--- src/hdl/bdqs_pkg.sv ---
// ----------------------------------------------------------------------------
// bdqs_pkg
// shared types and codes for the bounded deque with value search
// ----------------------------------------------------------------------------
package bdqs_pkg;

    localparam int DEPTH_DEF = 256;
    localparam int VALUE_W   = 32;
    localparam int KIND_W    = 3;
    localparam int CNT_W     = 9;
    localparam int STATUS_W  = 2;

    // request kinds
    localparam logic [KIND_W-1:0] KIND_PUSH_FRONT = 3'd0;
    localparam logic [KIND_W-1:0] KIND_PUSH_BACK  = 3'd1;
    localparam logic [KIND_W-1:0] KIND_POP_FRONT  = 3'd2;
    localparam logic [KIND_W-1:0] KIND_POP_BACK   = 3'd3;
    localparam logic [KIND_W-1:0] KIND_COUNT      = 3'd4;
    localparam logic [KIND_W-1:0] KIND_FIND       = 3'd5;
    localparam logic [KIND_W-1:0] KIND_SIZE       = 3'd6;

    // result status
    localparam logic [STATUS_W-1:0] STATUS_OK    = 2'd0;
    localparam logic [STATUS_W-1:0] STATUS_EMPTY = 2'd1;
    localparam logic [STATUS_W-1:0] STATUS_FULL  = 2'd2;

    typedef logic signed [VALUE_W-1:0] t_value;

    typedef struct packed {
        logic [KIND_W-1:0] kind;
        t_value            value;
    } t_in_word;

    typedef struct packed {
        t_value              popped_value;
        logic [CNT_W-1:0]    match_count;
        logic                found;
        logic [CNT_W-1:0]    entry_count;
        logic [STATUS_W-1:0] status;
    } t_out_word;

    // per-cycle move command shared by every cell of the row
    typedef struct packed {
        logic shift_left;   // take the right neighbor's value
        logic shift_right;  // take the left neighbor's value
    } t_cell_ctl;

endpackage

--- src/hdl/bdqs_cell.sv ---
// ----------------------------------------------------------------------------
// bdqs_cell
// one storage cell of the deque row, holds one value and moves it left or right
// ----------------------------------------------------------------------------
module bdqs_cell (
    input  logic                i_clk,
    input  bdqs_pkg::t_cell_ctl i_ctl,
    input  bdqs_pkg::t_value    i_from_left,
    input  bdqs_pkg::t_value    i_from_right,
    output bdqs_pkg::t_value    o_value
);
    import bdqs_pkg::*;

    t_value r_value;
    t_value n_value;

    always_comb begin
        if (i_ctl.shift_right) begin
            n_value = i_from_left;
        end else if (i_ctl.shift_left) begin
            n_value = i_from_right;
        end else begin
            n_value = r_value;
        end
    end

    always_ff @(posedge i_clk) begin
        r_value <= n_value;
    end

    assign o_value = r_value;

endmodule

--- config.mk ---
export PLATFORM = sky130hd
export DESIGN_NAME = bdqs_cell
export DESIGN_NICKNAME = d
export VERILOG_FILES = /design/src/hdl/bdqs_pkg.sv /design/src/hdl/bdqs_cell.sv
export SDC_FILE = /design/constraint.sdc
export NUM_CORES = 1
export LEC_CHECK = 0
export ABC_AREA = 1
export BUFFER_PORTS_ARGS = -buffer_cell sky130_fd_sc_hd__buf_2
export CAP_MARGIN = 25
export CORE_MARGIN = 1
export CORE_UTILIZATION = 40
export DETAILED_ROUTE_END_ITERATION = 16
export GPL_TIMING_DRIVEN = 1
export PLACE_DENSITY = 0.75
export SLEW_MARGIN = 20
export SYNTH_ARGS = -nofsm -noshare
export SYNTH_HDL_FRONTEND = slang
export SYNTH_SLANG_ARGS = --single-unit
--- constraint.sdc ---
create_clock -name i_clk -period 1.3 [get_ports i_clk]
set_input_delay 0 -clock i_clk [delete_from_list [all_inputs] [get_ports i_clk]]
set_output_delay 0 -clock i_clk [all_outputs]
set_load 0.005 [all_outputs]
==> reports/qor.csv <==
metric;value;unit
io_buffers;98;
place_congestion;0.696;
htreeDepth;2;
finalSetupViolations;0;
final_hold_viol_count;0;
timing.fmax;798;MHz
grt_first_pass_wirelength;6380;µm
cap_viol_max_count;0;
netlist.area_leader.share;68.6;%
grt_antenna_before_repair;0;
grt_overflow;0;
design.die.area;0.00374;mm²
viasPerCell;4.51;
num_vias;1566;
syn_area;0.00140;mm²
slew_violations;0;
syn_area_per_cell;10.2;µm²
cp.required;1.39;ns
dp_hpwl;2130;µm
yosys.area.top_type;edfxtp_1;
critical_path_buf_inv_count;3;
yosysUniqueCellTypes;6;
drt-total-wl;4330;µm
ys_ff_latch;32;
startpoint_type;primary input;
clockRootBuffer;clkbuf_4;
status;complete, no violations;
hold_class;primary input to register;
ir_worst_vdd;0.713;mV
synthTopCellsByArea;edfxtp_1 69%, nand2_1 26%, buf_6 3.2%;
firstDrtPassIters;4;
synth.net_count;204;
p_leak;1.33;nW
fin_crit;1.25;ns
die_h;61.2;µm
cp.arrival;1.34;ns
critPathSlowestCell;dlygate4sd3_1;
whs;0.466;ns
grt_max_degree;34;
slowest_delay;0.56;ns
crit_cells;5;
rsz0062_at_grt;no;
cts_tree;built;
tightest_slew;0.735;ns
io_pins;99;
grtUsageTotal;24.4;%
area_growth;86.2;%
critPathMaxFanout;1;
cts.reportedPaths.clkPinSlew;0.11;ns
end_kind;register;
post_cts.repair.setup_buffers;0;
cts_sinks;32;
postSynthCellCount;137;
hold_depth;4;
largest_reg_flops;32;
layout_commonest_cell;buf_2;
ys_seq_area_share;68.6;%
path_delay_family;buffers and inverters;
path_class;primary input to register;
n_antenna_cell;0;
drt-initial-drc-count;86;
final_cell_area;0.00261;mm²
timing.slew.headroom;51.0;%
path_cells;dlygate4sd3_1 -> buf_2 -> nand2_1 -> nand2_1 -> dlygate4sd3_1;
drc;0;
nets;367;
antenna_left;0;
clockBufferDepth;2;
power_density;989;mW/mm²
ys_warn_count;0;
routedWlPerCell;12.5;µm
post-route-period-util;96.4;%
final_cell_mix;98 x buf_2, 96 x nand2_1, 64 x dlygate4sd3_1, 32 x edfxtp_1, 5 x clkbuf_4;
fp.dieW;61.2;µm
grt_pass1_vias;1532;
coreArea;0.00334;mm²
num_rows;21;
detailed_place.area;0.00189;mm²
layout-drive-gt1-share;35.9;%
initial_utilization;42.0;%
tns;0;ns
cts_buffers;5;
## final cells by class
type,count,area (µm²)
repair buffers,163,1140
flip-flops and latches,32,961
fillers,220,727
multi-input cells,97,367
well taps,46,57.6
clock buffers,6,41.3
clock inverters,2,35.0
inverters,1,6.26
## cell families after synthesis
group         Yosys count  share of synthesized area [%]
flops                  32                           68.6
buf+inv                 8                           5.27
simple gates           97                           26.2
## Yosys cell counts
master	number
buf_4	3
buf_6	4
edfxtp_1	32
inv_4	1
nand2_1	96
or2_2	1
## power by group
part | switching (mW) | internal [mW] | total (mW)
Combinational | 0.220 | 0.334 | 0.554
Clock | 0.333 | 0.403 | 0.736
Sequential | 0.0263 | 1.27 | 1.29
Total | 0.579 | 2.00 | 2.58
## metrics by stage
stage               power, mW  util, %  worst slack [ns]  cells
floorplan                1.46        -             0.340    137
global placement         1.66     56.6             0.255    275
detailed placement       1.67     56.6             0.229    275
CTS                      2.57     78.1            0.0778    347
global route             2.71     78.2            0.0218    347
finish                   2.58     78.2            0.0474    347
## final timing paths
check,startpoint,to,slack (ns)
hold / removal,i_from_left[25],o_value[25],0.47
setup / recovery,i_from_right[7],o_value[7],0.05
## layer usage
metal	vias up	track usage, %	wire length (µm)
li1	762	-	-
met1	682	23.2	1550
met2	108	46.0	2250
met3	14	8.40	404
met4	0	12.3	116
met5	-	0	0
## repair_timing
action,CTS,global route
hold buffers,64,0
endpoints found under the setup margin,0,24
resized for setup,0,1
endpoints found under the hold margin,32,0
Note: power is estimated with default switching activity, not from simulation.
