**src/hdl/bdqs_pkg.sv**
```systemverilog
// ----------------------------------------------------------------------------
// bdqs_pkg
// shared types and codes for the bounded deque with value search
// ----------------------------------------------------------------------------
package bdqs_pkg;

    localparam int DEPTH_DEF = 256;
    localparam int VALUE_W   = 32;
    localparam int KIND_W    = 3;
    localparam int CNT_W     = 9;
    localparam int STATUS_W  = 2;

    // request kinds
    localparam logic [KIND_W-1:0] KIND_PUSH_FRONT = 3'd0;
    localparam logic [KIND_W-1:0] KIND_PUSH_BACK  = 3'd1;
    localparam logic [KIND_W-1:0] KIND_POP_FRONT  = 3'd2;
    localparam logic [KIND_W-1:0] KIND_POP_BACK   = 3'd3;
    localparam logic [KIND_W-1:0] KIND_COUNT      = 3'd4;
    localparam logic [KIND_W-1:0] KIND_FIND       = 3'd5;
    localparam logic [KIND_W-1:0] KIND_SIZE       = 3'd6;

    // result status
    localparam logic [STATUS_W-1:0] STATUS_OK    = 2'd0;
    localparam logic [STATUS_W-1:0] STATUS_EMPTY = 2'd1;
    localparam logic [STATUS_W-1:0] STATUS_FULL  = 2'd2;

    typedef logic signed [VALUE_W-1:0] t_value;

    typedef struct packed {
        logic [KIND_W-1:0] kind;
        t_value            value;
    } t_in_word;

    typedef struct packed {
        t_value              popped_value;
        logic [CNT_W-1:0]    match_count;
        logic                found;
        logic [CNT_W-1:0]    entry_count;
        logic [STATUS_W-1:0] status;
    } t_out_word;

    // per-cycle move command shared by every cell of the row
    typedef struct packed {
        logic shift_left;   // take the right neighbor's value
        logic shift_right;  // take the left neighbor's value
    } t_cell_ctl;

endpackage

```
**src/hdl/bdqs_ctrl.sv**
```systemverilog
// ----------------------------------------------------------------------------
// bdqs_ctrl
// request sequencer: occupancy, ring rotation scan and the output register
// ----------------------------------------------------------------------------
module bdqs_ctrl #(
    parameter int DEPTH = bdqs_pkg::DEPTH_DEF
) (
    input  logic                i_clk,
    input  logic                i_rst_n,
    input  logic                i_in_valid,
    output logic                o_in_stall,
    input  bdqs_pkg::t_in_word  i_in_word,
    output logic                o_out_valid,
    input  logic                i_out_stall,
    output bdqs_pkg::t_out_word o_out_word,
    input  bdqs_pkg::t_value    i_head,
    output bdqs_pkg::t_value    o_back_in,
    output bdqs_pkg::t_cell_ctl o_ctl
);
    import bdqs_pkg::*;

    localparam int CW = $clog2(DEPTH + 1);
    localparam int SW = $clog2(DEPTH);
    localparam logic [SW-1:0] LAST_STEP = SW'(DEPTH - 1);
    localparam logic [CW-1:0] FULL_OCC  = CW'(DEPTH);

    typedef enum logic [2:0] {
        ST_IDLE = 3'b001,
        ST_SCAN = 3'b010,
        ST_DONE = 3'b100
    } t_state;

    t_state            r_state, n_state;
    logic [CW-1:0]     r_occ, n_occ;
    logic [SW-1:0]     r_step, n_step;
    logic [KIND_W-1:0] r_kind, n_kind;
    t_value            r_key, n_key;
    t_value            r_popped, n_popped;
    logic [CW-1:0]     r_matches, n_matches;
    logic              r_found, n_found;
    logic              r_out_valid, n_out_valid;
    t_out_word         r_out_word, n_out_word;

    logic          w_accept;
    logic          w_full;
    logic          w_empty;
    logic          w_out_free;
    logic [CW-1:0] w_step_ext;
    logic          w_live;
    logic          w_hit;
    logic          w_inject;

    assign w_out_free = !r_out_valid || !i_out_stall;
    assign o_in_stall = (r_state != ST_IDLE) || !w_out_free;
    assign w_accept   = i_in_valid && !o_in_stall;
    assign w_full     = (r_occ == FULL_OCC);
    assign w_empty    = (r_occ == '0);

    // during a scan the head cell holds the entry at offset r_step
    assign w_step_ext = CW'(r_step);
    assign w_live     = (w_step_ext < r_occ);
    assign w_hit      = w_live && (i_head == r_key);
    assign w_inject   = (r_state == ST_SCAN) && (r_kind == KIND_PUSH_BACK)
                        && (w_step_ext == r_occ);
    assign o_back_in  = w_inject ? r_key : i_head;

    always_comb begin
        n_state     = r_state;
        n_occ       = r_occ;
        n_step      = r_step;
        n_kind      = r_kind;
        n_key       = r_key;
        n_popped    = r_popped;
        n_matches   = r_matches;
        n_found     = r_found;
        n_out_valid = r_out_valid && i_out_stall;
        n_out_word  = r_out_word;
        o_ctl       = '0;

        case (r_state)
            ST_IDLE: begin
                if (w_accept) begin
                    n_out_word              = '0;
                    n_out_word.entry_count  = CNT_W'(r_occ);
                    n_out_word.status       = STATUS_OK;
                    n_kind                  = i_in_word.kind;
                    n_key                   = i_in_word.value;
                    n_step                  = '0;
                    n_popped                = '0;
                    n_matches               = '0;
                    n_found                 = 1'b0;
                    case (i_in_word.kind)
                        KIND_PUSH_FRONT: begin
                            n_out_valid = 1'b1;
                            if (w_full) begin
                                n_out_word.status = STATUS_FULL;
                            end else begin
                                o_ctl.shift_right      = 1'b1;
                                n_occ                  = r_occ + 1'b1;
                                n_out_word.entry_count = CNT_W'(r_occ + 1'b1);
                            end
                        end
                        KIND_PUSH_BACK: begin
                            if (w_full) begin
                                n_out_valid       = 1'b1;
                                n_out_word.status = STATUS_FULL;
                            end else begin
                                n_state = ST_SCAN;
                            end
                        end
                        KIND_POP_FRONT: begin
                            n_out_valid = 1'b1;
                            if (w_empty) begin
                                n_out_word.status = STATUS_EMPTY;
                            end else begin
                                o_ctl.shift_left        = 1'b1;
                                n_occ                   = r_occ - 1'b1;
                                n_out_word.popped_value = i_head;
                                n_out_word.entry_count  = CNT_W'(r_occ - 1'b1);
                            end
                        end
                        KIND_POP_BACK: begin
                            if (w_empty) begin
                                n_out_valid       = 1'b1;
                                n_out_word.status = STATUS_EMPTY;
                            end else begin
                                n_state = ST_SCAN;
                            end
                        end
                        KIND_COUNT, KIND_FIND: begin
                            n_state = ST_SCAN;
                        end
                        default: begin
                            n_out_valid = 1'b1;
                        end
                    endcase
                end
            end
            ST_SCAN: begin
                o_ctl.shift_left = 1'b1;
                n_step           = r_step + 1'b1;
                if ((r_kind == KIND_COUNT) && w_hit) begin
                    n_matches = r_matches + 1'b1;
                end
                if ((r_kind == KIND_FIND) && w_hit) begin
                    n_found = 1'b1;
                end
                if ((r_kind == KIND_POP_BACK) && (w_step_ext == r_occ - 1'b1)) begin
                    n_popped = i_head;
                end
                if (r_step == LAST_STEP) begin
                    n_state = ST_DONE;
                    n_step  = '0;
                    if (r_kind == KIND_PUSH_BACK) begin
                        n_occ = r_occ + 1'b1;
                    end else if (r_kind == KIND_POP_BACK) begin
                        n_occ = r_occ - 1'b1;
                    end
                end
            end
            ST_DONE: begin
                if (w_out_free) begin
                    n_state                 = ST_IDLE;
                    n_out_valid             = 1'b1;
                    n_out_word.popped_value = r_popped;
                    n_out_word.match_count  = CNT_W'(r_matches);
                    n_out_word.found        = r_found;
                    n_out_word.entry_count  = CNT_W'(r_occ);
                    n_out_word.status       = STATUS_OK;
                end
            end
            default: begin
                n_state = ST_IDLE;
            end
        endcase
    end

    always_ff @(posedge i_clk) begin
        if (!i_rst_n) begin
            r_state     <= ST_IDLE;
            r_occ       <= '0;
            r_step      <= '0;
            r_out_valid <= 1'b0;
        end else begin
            r_state     <= n_state;
            r_occ       <= n_occ;
            r_step      <= n_step;
            r_out_valid <= n_out_valid;
        end
    end

    always_ff @(posedge i_clk) begin
        r_kind     <= n_kind;
        r_key      <= n_key;
        r_popped   <= n_popped;
        r_matches  <= n_matches;
        r_found    <= n_found;
        r_out_word <= n_out_word;
    end

    assign o_out_valid = r_out_valid;
    assign o_out_word  = r_out_word;

`ifndef SYNTH
    // occupancy stays within the row
    a_occ_bound: assert property (@(posedge i_clk) disable iff (!i_rst_n)
        r_occ <= FULL_OCC)
        else $error("occupancy above depth");

    // the row never moves both ways in one cycle
    a_one_dir: assert property (@(posedge i_clk) disable iff (!i_rst_n)
        !(o_ctl.shift_left && o_ctl.shift_right))
        else $error("cells shifted both ways");

    // a scan runs the full ring before finishing
    a_scan_len: assert property (@(posedge i_clk) disable iff (!i_rst_n)
        (r_state == ST_SCAN) && (r_step != LAST_STEP) |=> (r_state == ST_SCAN))
        else $error("scan ended early");

    // occupancy moves by at most one per request
    a_occ_step: assert property (@(posedge i_clk) disable iff (!i_rst_n)
        $past(i_rst_n) |-> (r_occ == $past(r_occ)) || (r_occ == $past(r_occ) + 1'b1)
                           || (r_occ == $past(r_occ) - 1'b1))
        else $error("occupancy jumped");

    // a finished scan result is only delivered from the done state
    a_done_out: assert property (@(posedge i_clk) disable iff (!i_rst_n)
        (r_state == ST_SCAN) |-> !n_out_valid || r_out_valid)
        else $error("word issued during scan");
`endif

endmodule

```
**config.mk**
```make
export PLATFORM = sky130hd
export DESIGN_NAME = bdqs_ctrl
export DESIGN_NICKNAME = d
export VERILOG_FILES = /design/src/hdl/bdqs_pkg.sv /design/src/hdl/bdqs_ctrl.sv
export SDC_FILE = /design/constraint.sdc
export NUM_CORES = 1
export LEC_CHECK = 0
export BUFFER_PORTS_ARGS = -buffer_cell sky130_fd_sc_hd__buf_2
export CORE_ASPECT_RATIO = 1.75
export CORE_MARGIN = 3
export CORE_UTILIZATION = 25
export CTS_BUF_LIST = sky130_fd_sc_hd__clkbuf_2
export CTS_CLUSTER_SIZE = 10
export DETAILED_ROUTE_END_ITERATION = 16
export PLACE_DENSITY = 0.53
export SYNTH_ARGS = -nofsm -noshare
export SYNTH_HDL_FRONTEND = slang
export SYNTH_SLANG_ARGS = --single-unit
```
**constraint.sdc**
```tcl
create_clock -name i_clk -period 6.2 [get_ports i_clk]
set_input_delay 0 -clock i_clk [delete_from_list [all_inputs] [get_ports i_clk]]
set_output_delay 0 -clock i_clk [all_outputs]
set_load 0.02 [all_outputs]
```
==> flow_summary.toml, run 1 <==
[run_status]
result_of_the_run = "complete, no violations"

[sta]
clock.fmax_ghz = 0.262
rsz0062_at_grt = "no"
hold_viol_final = 0
timing.final.crit_period_ns = 3.82
timing_worst_slew_pin_value_ns = 1.14
fin_crit_sh = 0.617
clock_tree_skew_after_final_layout_ns = 0.0619
fin_setup_tns_ns = 0
final-setup-viol-count = 0
slew_viol_final = 0
relSlewSlack = 0.238

[placed_design]
dpl-instance-area_mm2 = 0.00895
place.port_buffers = 159
hpwl_um = 17100
globalplace.congestion = 0.889

[critical_path]
timing.critical_path.to_type = "primary output"
cp.arrival_ns = 3.82
worst_r2r_setup_slack_ns = 2.63
critPathLaunchType = "flop"
timing.rr.start = "r_occ[0]"
path_class = "reg2out"
crit_buf_inv = 2
worstReg2RegEnd = "r_popped[7]"
crit_path_cell_trace = "or3b_1 -> buf_4 -> nor2_1 -> nand3_2 -> mux2_2 -> buf_2"
critical_path.slowest_cell = "sky130_fd_sc_hd__nand3_2"
worstPathMaxFanout = 32
path_delay_family = "simple AND/OR/NAND/NOR gates"
crit_path_max_incr_delay_ns = 0.70
timing.critical_path.required_ns = 6.20
ff2ff_path_depth = 7

[floorplanning]
initial_core_util = 0.256
row_count = 84
fp.dieW_um = 139
chip_height_um = 239
die_area_mm2 = 0.0333
placeableCoreArea_mm2 = 0.0304
design.portCount = 160

[finish]
syn2layout_area_growth_pct = 35.1
drive_gt1_frac = 0.244
final_common_cell = "sky130_fd_sc_hd__buf_2"
nets = 1063
area_used_by_multi_input_combinational_logic_mm2 = 0.00325
n_fill_cell = 3052
commonest_non_fill_non_tap_cells_in_the_layout = "159 x sky130_fd_sc_hd__buf_2, 131 x sky130_fd_sc_hd__dlygate4sd3_1, 130 x sky130_fd_sc_hd__edfxtp_1, 87 x sky130_fd_sc_hd__nand2_1, 60 x sky130_fd_sc_hd__o21ai_0"
final-seq-area_mm2 = 0.00432
final_design_area_excluding_fillers_mm2 = 0.0105

[clock_network]
cts_buffer_depth = 2
numCtsBuffers = 17
cts_post_setup_buffers_inserted = 0
clkTransAtPathRegs_ns = 0.24
cts_repair_resize_count = 0
tritoncts = "done"
insertion_delay_ns = 0.80
clock_tree.htree_level_count = 4
clkSinkCount = 151
cts-root-buf = "sky130_fd_sc_hd__clkbuf_2"

[logic_synthesis]
netlist_instances = 710
ys_seq_elements = 151
synth_nets = 793
synthArstFlopShare = 0
synthDistinctLibCells = 62
post_synth_instance_area_mm2 = 0.00776
synth_edf_count = 130
syn-mean-instance-area_um2 = 10.9
synthesis.yosys.warnings = 0
dominant_register_cell_in_the_synthesized_netlist = "sky130_fd_sc_hd__edfxtp_1"
synth_seq_area_share = 0.557

[global_route]
grt_pass1_wl_um = 37600
global_route.usage.met2 = 0.277
grt_max_degree = 44
groute.usage.overall = 0.147
first_global_vias = 6538
global_route.peak_usage_layer = "met2"
global_route.overflow_total = 0
initial_antenna_violation_count = 1
grt_use_met1 = 0.160
use_met3 = 0.0308

[power]
sequentialPowerShare = 0.543
worst_ir_drop_vdd_uv = 114
power.static_leakage_nw = 4.07
p_switching_uw = 723
power.density_mw_per_mm2 = 220
switching_share = 0.313
comb_power_share = 0.211
power_frac_clock = 0.247
p_int_mw = 1.58

[detailed_routing]
avgRoutedWirePerCell_um = 17.9
drt_drc_violations_left = 0
total_wirelength_of_the_detailed_routed_design_um = 24700
first_iter_violations = 324
drt_pre_antenna_iters = 5
post_drt_via_cell_ratio = 4.67
vias = 6446
route.antenna.remaining_nets = 0

[min_path]
holdCritStartpoint = "i_rst_n"
min-delay-path-class = "in2reg"
hold_path_depth = 3
hold_end = "o_out_valid"

[job]
max_cap_violations = 0
## layer usage
layer,vias up,wire length (um)
li1,3137,-
met1,3089,9640
met2,181,13400
met3,39,1030
met4,0,676
met5,-,0
## cells in the mapped netlist, drive strengths merged, types with 8 or more instances
cell / count / area, um^2
edfxtp: 130 / 3900
nand2: 89 / 337
o21ai: 64 / 320
xnor2: 52 / 455
and2: 37 / 234
clkbuf: 37 / 140
mux2: 33 / 372
nor2: 33 / 124
a21oi: 25 / 125
dfxtp: 21 / 420
nand3: 21 / 105
and3: 20 / 125
inv: 15 / 56.3
ha: 12 / 150
nand4: 11 / 68.8
nor3: 10 / 50.1
a22oi: 8 / 60.1
## tightest hold or removal path: cells and delay by family
family,cells,cell delay (ns)
buffers and inverters,2,0.77
AOI/OAI and AO/OA,1,0.14
## layout make-up
type,instances,share of cell area
inverters,15,0.00537
multi-input cells,500,0.310
clock inverters,12,0.0122
clock buffers,19,0.00907
well taps,387,0.0462
flip-flops and latches,151,0.412
repair buffers,295,0.204
diodes,1,0.000239
## cells by family after synthesis
group,synth area share
AO/OA/AOI/OAI,0.107
XOR/XNOR,0.0654
adder cells (fa/ha/maj),0.0193
AND/OR/NAND/NOR,0.170
buffers and inverters,0.0292
flip-flops,0.557
multiplexers,0.0517
## stage by stage
step	utilization	power (mW)	setup slack, ns	cells	hold slack, ns
final	0.345	2.31	2.38	1380	0.132
after global routing	0.345	2.42	2.04	1380	0.0540
after CTS	0.345	2.34	2.18	1379	0.00209
after detailed placement	0.295	1.70	2.62	1217	0.178
after global placement	0.295	1.70	2.65	1217	0.177
after floorplan	-	1.53	1.07	710	0.0989
## registers in the layout, summed over array words and instances, names as in the netlist
register	count
o_out_valid	1
o_out_word	53
r_found	1
r_key	32
r_kind	3
r_matches	9
r_occ	9
r_popped	32
r_state	3
r_step	8
## power by group through the flow
stage | Sequential, mW | Clock, mW | Combinational [mW]
detailed placement | 1.28 | 0 | 0.424
floorplan | 1.30 | 0 | 0.231
finish | 1.25 | 0.569 | 0.486
global route | 1.26 | 0.625 | 0.530
CTS | 1.25 | 0.595 | 0.491
global placement | 1.27 | 0 | 0.421
## worst max-delay path by stage
stage / slack [ns] / end / startpoint / cells past startpoint
detailed placement: 2.62 / r_popped[31] / r_occ[0] / 7
global placement: 2.65 / r_popped[0] / r_occ[0] / 7
CTS: 2.18 / o_back_in[27] / r_state[2] / 6
floorplan: 1.07 / o_out_word[0] / r_state[0] / 4
global route: 2.04 / o_back_in[18] / r_state[2] / 6
finish: 2.38 / o_back_in[18] / r_state[2] / 6
## repair_timing
item,in CTS,in global routing
endpoints found under the setup margin,0,0
endpoints found under the hold margin,148,0
hold buffers,131,0
(Power assumes the default switching activity.)
==> run 2: changes to the inputs <==
Clock period 6.2 ns to 3.8 ns, I/O delays scaled along.
==> run 2 against run 1 <==
Total power rose by 66%. Clock skew fell by 0.029 ns. Routed wire length rose by 1.6%. Sequential power rose by 62%. Sequential cell count did not move. First-iteration DRC count fell by 0.62%. Final area rose by 0.63%. Worst hold slack got worse by 0.032 ns. Combinational power rose by 70%. Largest cell class unchanged. Highest routed layer unchanged.
==> flow_summary.toml, run 2 (synthesis results as in run 1) <==
[global_route]
grt_max_degree = 40
grt_pass1_wl_um = 38700
groute.usage.overall = 0.152
global_route.overflow_total = 0
first_global_vias = 6666
initial_antenna_violation_count = 1

[floorplanning]
fp.dieW_um = 139
initial_core_util = 0.256
row_count = 84
chip_height_um = 239
die_area_mm2 = 0.0333
placeableCoreArea_mm2 = 0.0304
design.portCount = 160

[clock_network]
numCtsBuffers = 17
cts_buffer_depth = 2
clock_tree.htree_level_count = 4
clkSinkCount = 151
clkTransAtPathRegs_ns = 0.23
tritoncts = "done"
cts-root-buf = "sky130_fd_sc_hd__clkbuf_2"
insertion_delay_ns = 0.79
cts_post_setup_buffers_inserted = 0

[detailed_routing]
route.antenna.remaining_nets = 0
dr_wl_met2_um = 14200
first_iter_violations = 322
met3_wirelength_um = 1040
avgRoutedWirePerCell_um = 18.1
post_drt_via_cell_ratio = 4.66
drt_pre_antenna_iters = 4
drt_drc_violations_left = 0
vias = 6456
top_layer_used = "met4"
total_wirelength_of_the_detailed_routed_design_um = 25100
routedLengthMet1_um = 9400

[finish]
largest_register_ffs = 53
drive_gt1_frac = 0.251
final_common_cell = "sky130_fd_sc_hd__buf_2"
final-seq-area_mm2 = 0.00432
instances_no_fill = 1384
nets = 1066
n_fill_cell = 3051
syn2layout_area_growth_pct = 36.0
commonest_non_fill_non_tap_cells_in_the_layout = "159 x sky130_fd_sc_hd__buf_2, 130 x sky130_fd_sc_hd__edfxtp_1, 124 x sky130_fd_sc_hd__dlygate4sd3_1, 87 x sky130_fd_sc_hd__nand2_1, 60 x sky130_fd_sc_hd__o21ai_0"
area_used_by_multi_input_combinational_logic_mm2 = 0.00326

[placed_design]
globalplace.congestion = 0.890
place.port_buffers = 159
hpwl_um = 17500
placed_cells = 1227

[critical_path]
worstPathMaxFanout = 32
critPathLaunchType = "flop"
crit_path_cell_trace = "or3b_1 -> nor2_1 -> nand3_4 -> mux2_2 -> buf_2"
worst_setup_path_startpoint = "r_state[2]"
timing.critical_path.required_ns = 3.80
timing.critical_path.to_type = "primary output"
cp.arrival_ns = 3.38
crit_path_end = "o_back_in[4]"
ff2ff_path_depth = 8
critical_path.slowest_cell = "sky130_fd_sc_hd__or3b_1"
worst_r2r_setup_slack_ns = 0.51
crit_path_max_incr_delay_ns = 0.71
worstReg2RegEnd = "r_popped[20]"
timing.rr.start = "r_occ[0]"
path_class = "reg2out"

[job]
max_cap_violations = 0

[sta]
fin_setup_tns_ns = 0
clock_tree_skew_after_final_layout_ns = 0.0328
final-setup-viol-count = 0
rsz0062_at_grt = "no"
hold_viol_final = 0
clock.fmax_ghz = 0.296
fin_crit_sh = 0.889
timing.final.crit_period_ns = 3.38
relSlewSlack = 0.464
slew_viol_final = 0
timing_worst_slew_pin_value_ns = 0.801

[power]
power.static_leakage_nw = 4.11
power.density_mw_per_mm2 = 362
worst_ir_drop_vdd_uv = 258

[run_status]
result_of_the_run = "complete, no violations"

[min_path]
min-delay-path-class = "in2reg"
## run 2: metrics by stage
step	area (um^2)	util	worst slack (ns)	hold slack [ns]	power [mW]
2_1_floorplan	7770	-	0.105	0.0989	2.49
3_3_place_gp	9060	0.298	0.522	0.176	2.80
3_5_place_dp	9060	0.298	0.496	0.178	2.80
4_1_cts	10600	0.347	0.270	0.000369	3.87
5_1_grt	10600	0.348	0.0947	0.00363	4.00
6_report	10600	0.348	0.422	0.100	3.82
## run 2: metal layers
metal | track usage | vias to the layer above
met5 | 0 | -
li1 | - | 3136
met4 | 0.0487 | 0
met1 | 0.161 | 3121
met2 | 0.295 | 174
met3 | 0.0356 | 25
## run 2: final cells by class
class	instances	area share
multi-input cells	500	0.309
clock buffers	22	0.0104
well taps	387	0.0459
repair buffers	298	0.207
diodes	1	0.000237
flip-flops and latches	151	0.410
clock inverters	10	0.0122
inverters	15	0.00533
## run 2: what timing repair did
action | in CTS | in global routing
endpoints found under the hold margin | 154 | 0
endpoints found under the setup margin | 32 | 0
hold buffers | 124 | 0
gates resized for setup | 1 | 0
## run 2: power by group
| group | switching, mW | internal [mW] | total [mW] |
|---|---|---|---|
| Sequential | 0.0763 | 1.96 | 2.03 |
| Clock | 0.587 | 0.373 | 0.960 |
| Combinational | 0.486 | 0.342 | 0.828 |
| Total | 1.15 | 2.67 | 3.82 |
## run 2: worst min path at each step
stage / from / end / slack (ns) / cells past startpoint
after floorplan: i_in_word[0] / r_key[0] / 0.1 / 0
after global placement: i_in_word[2] / r_key[2] / 0.18 / 1
after detailed placement: i_in_word[27] / r_key[27] / 0.18 / 1
after CTS: i_head[20] / r_popped[20] / 0.0004 / 3
after global routing: i_head[19] / r_popped[19] / 0.004 / 3
final: i_head[13] / r_popped[13] / 0.10 / 3
## run 2: critical path, delay by kind of cell (launching register included)
family,cells,cell delay (ns)
AND/OR/NAND/NOR,3,1.45
flip-flops,1,0.50
multiplexers,1,0.46
buffers and inverters,1,0.16
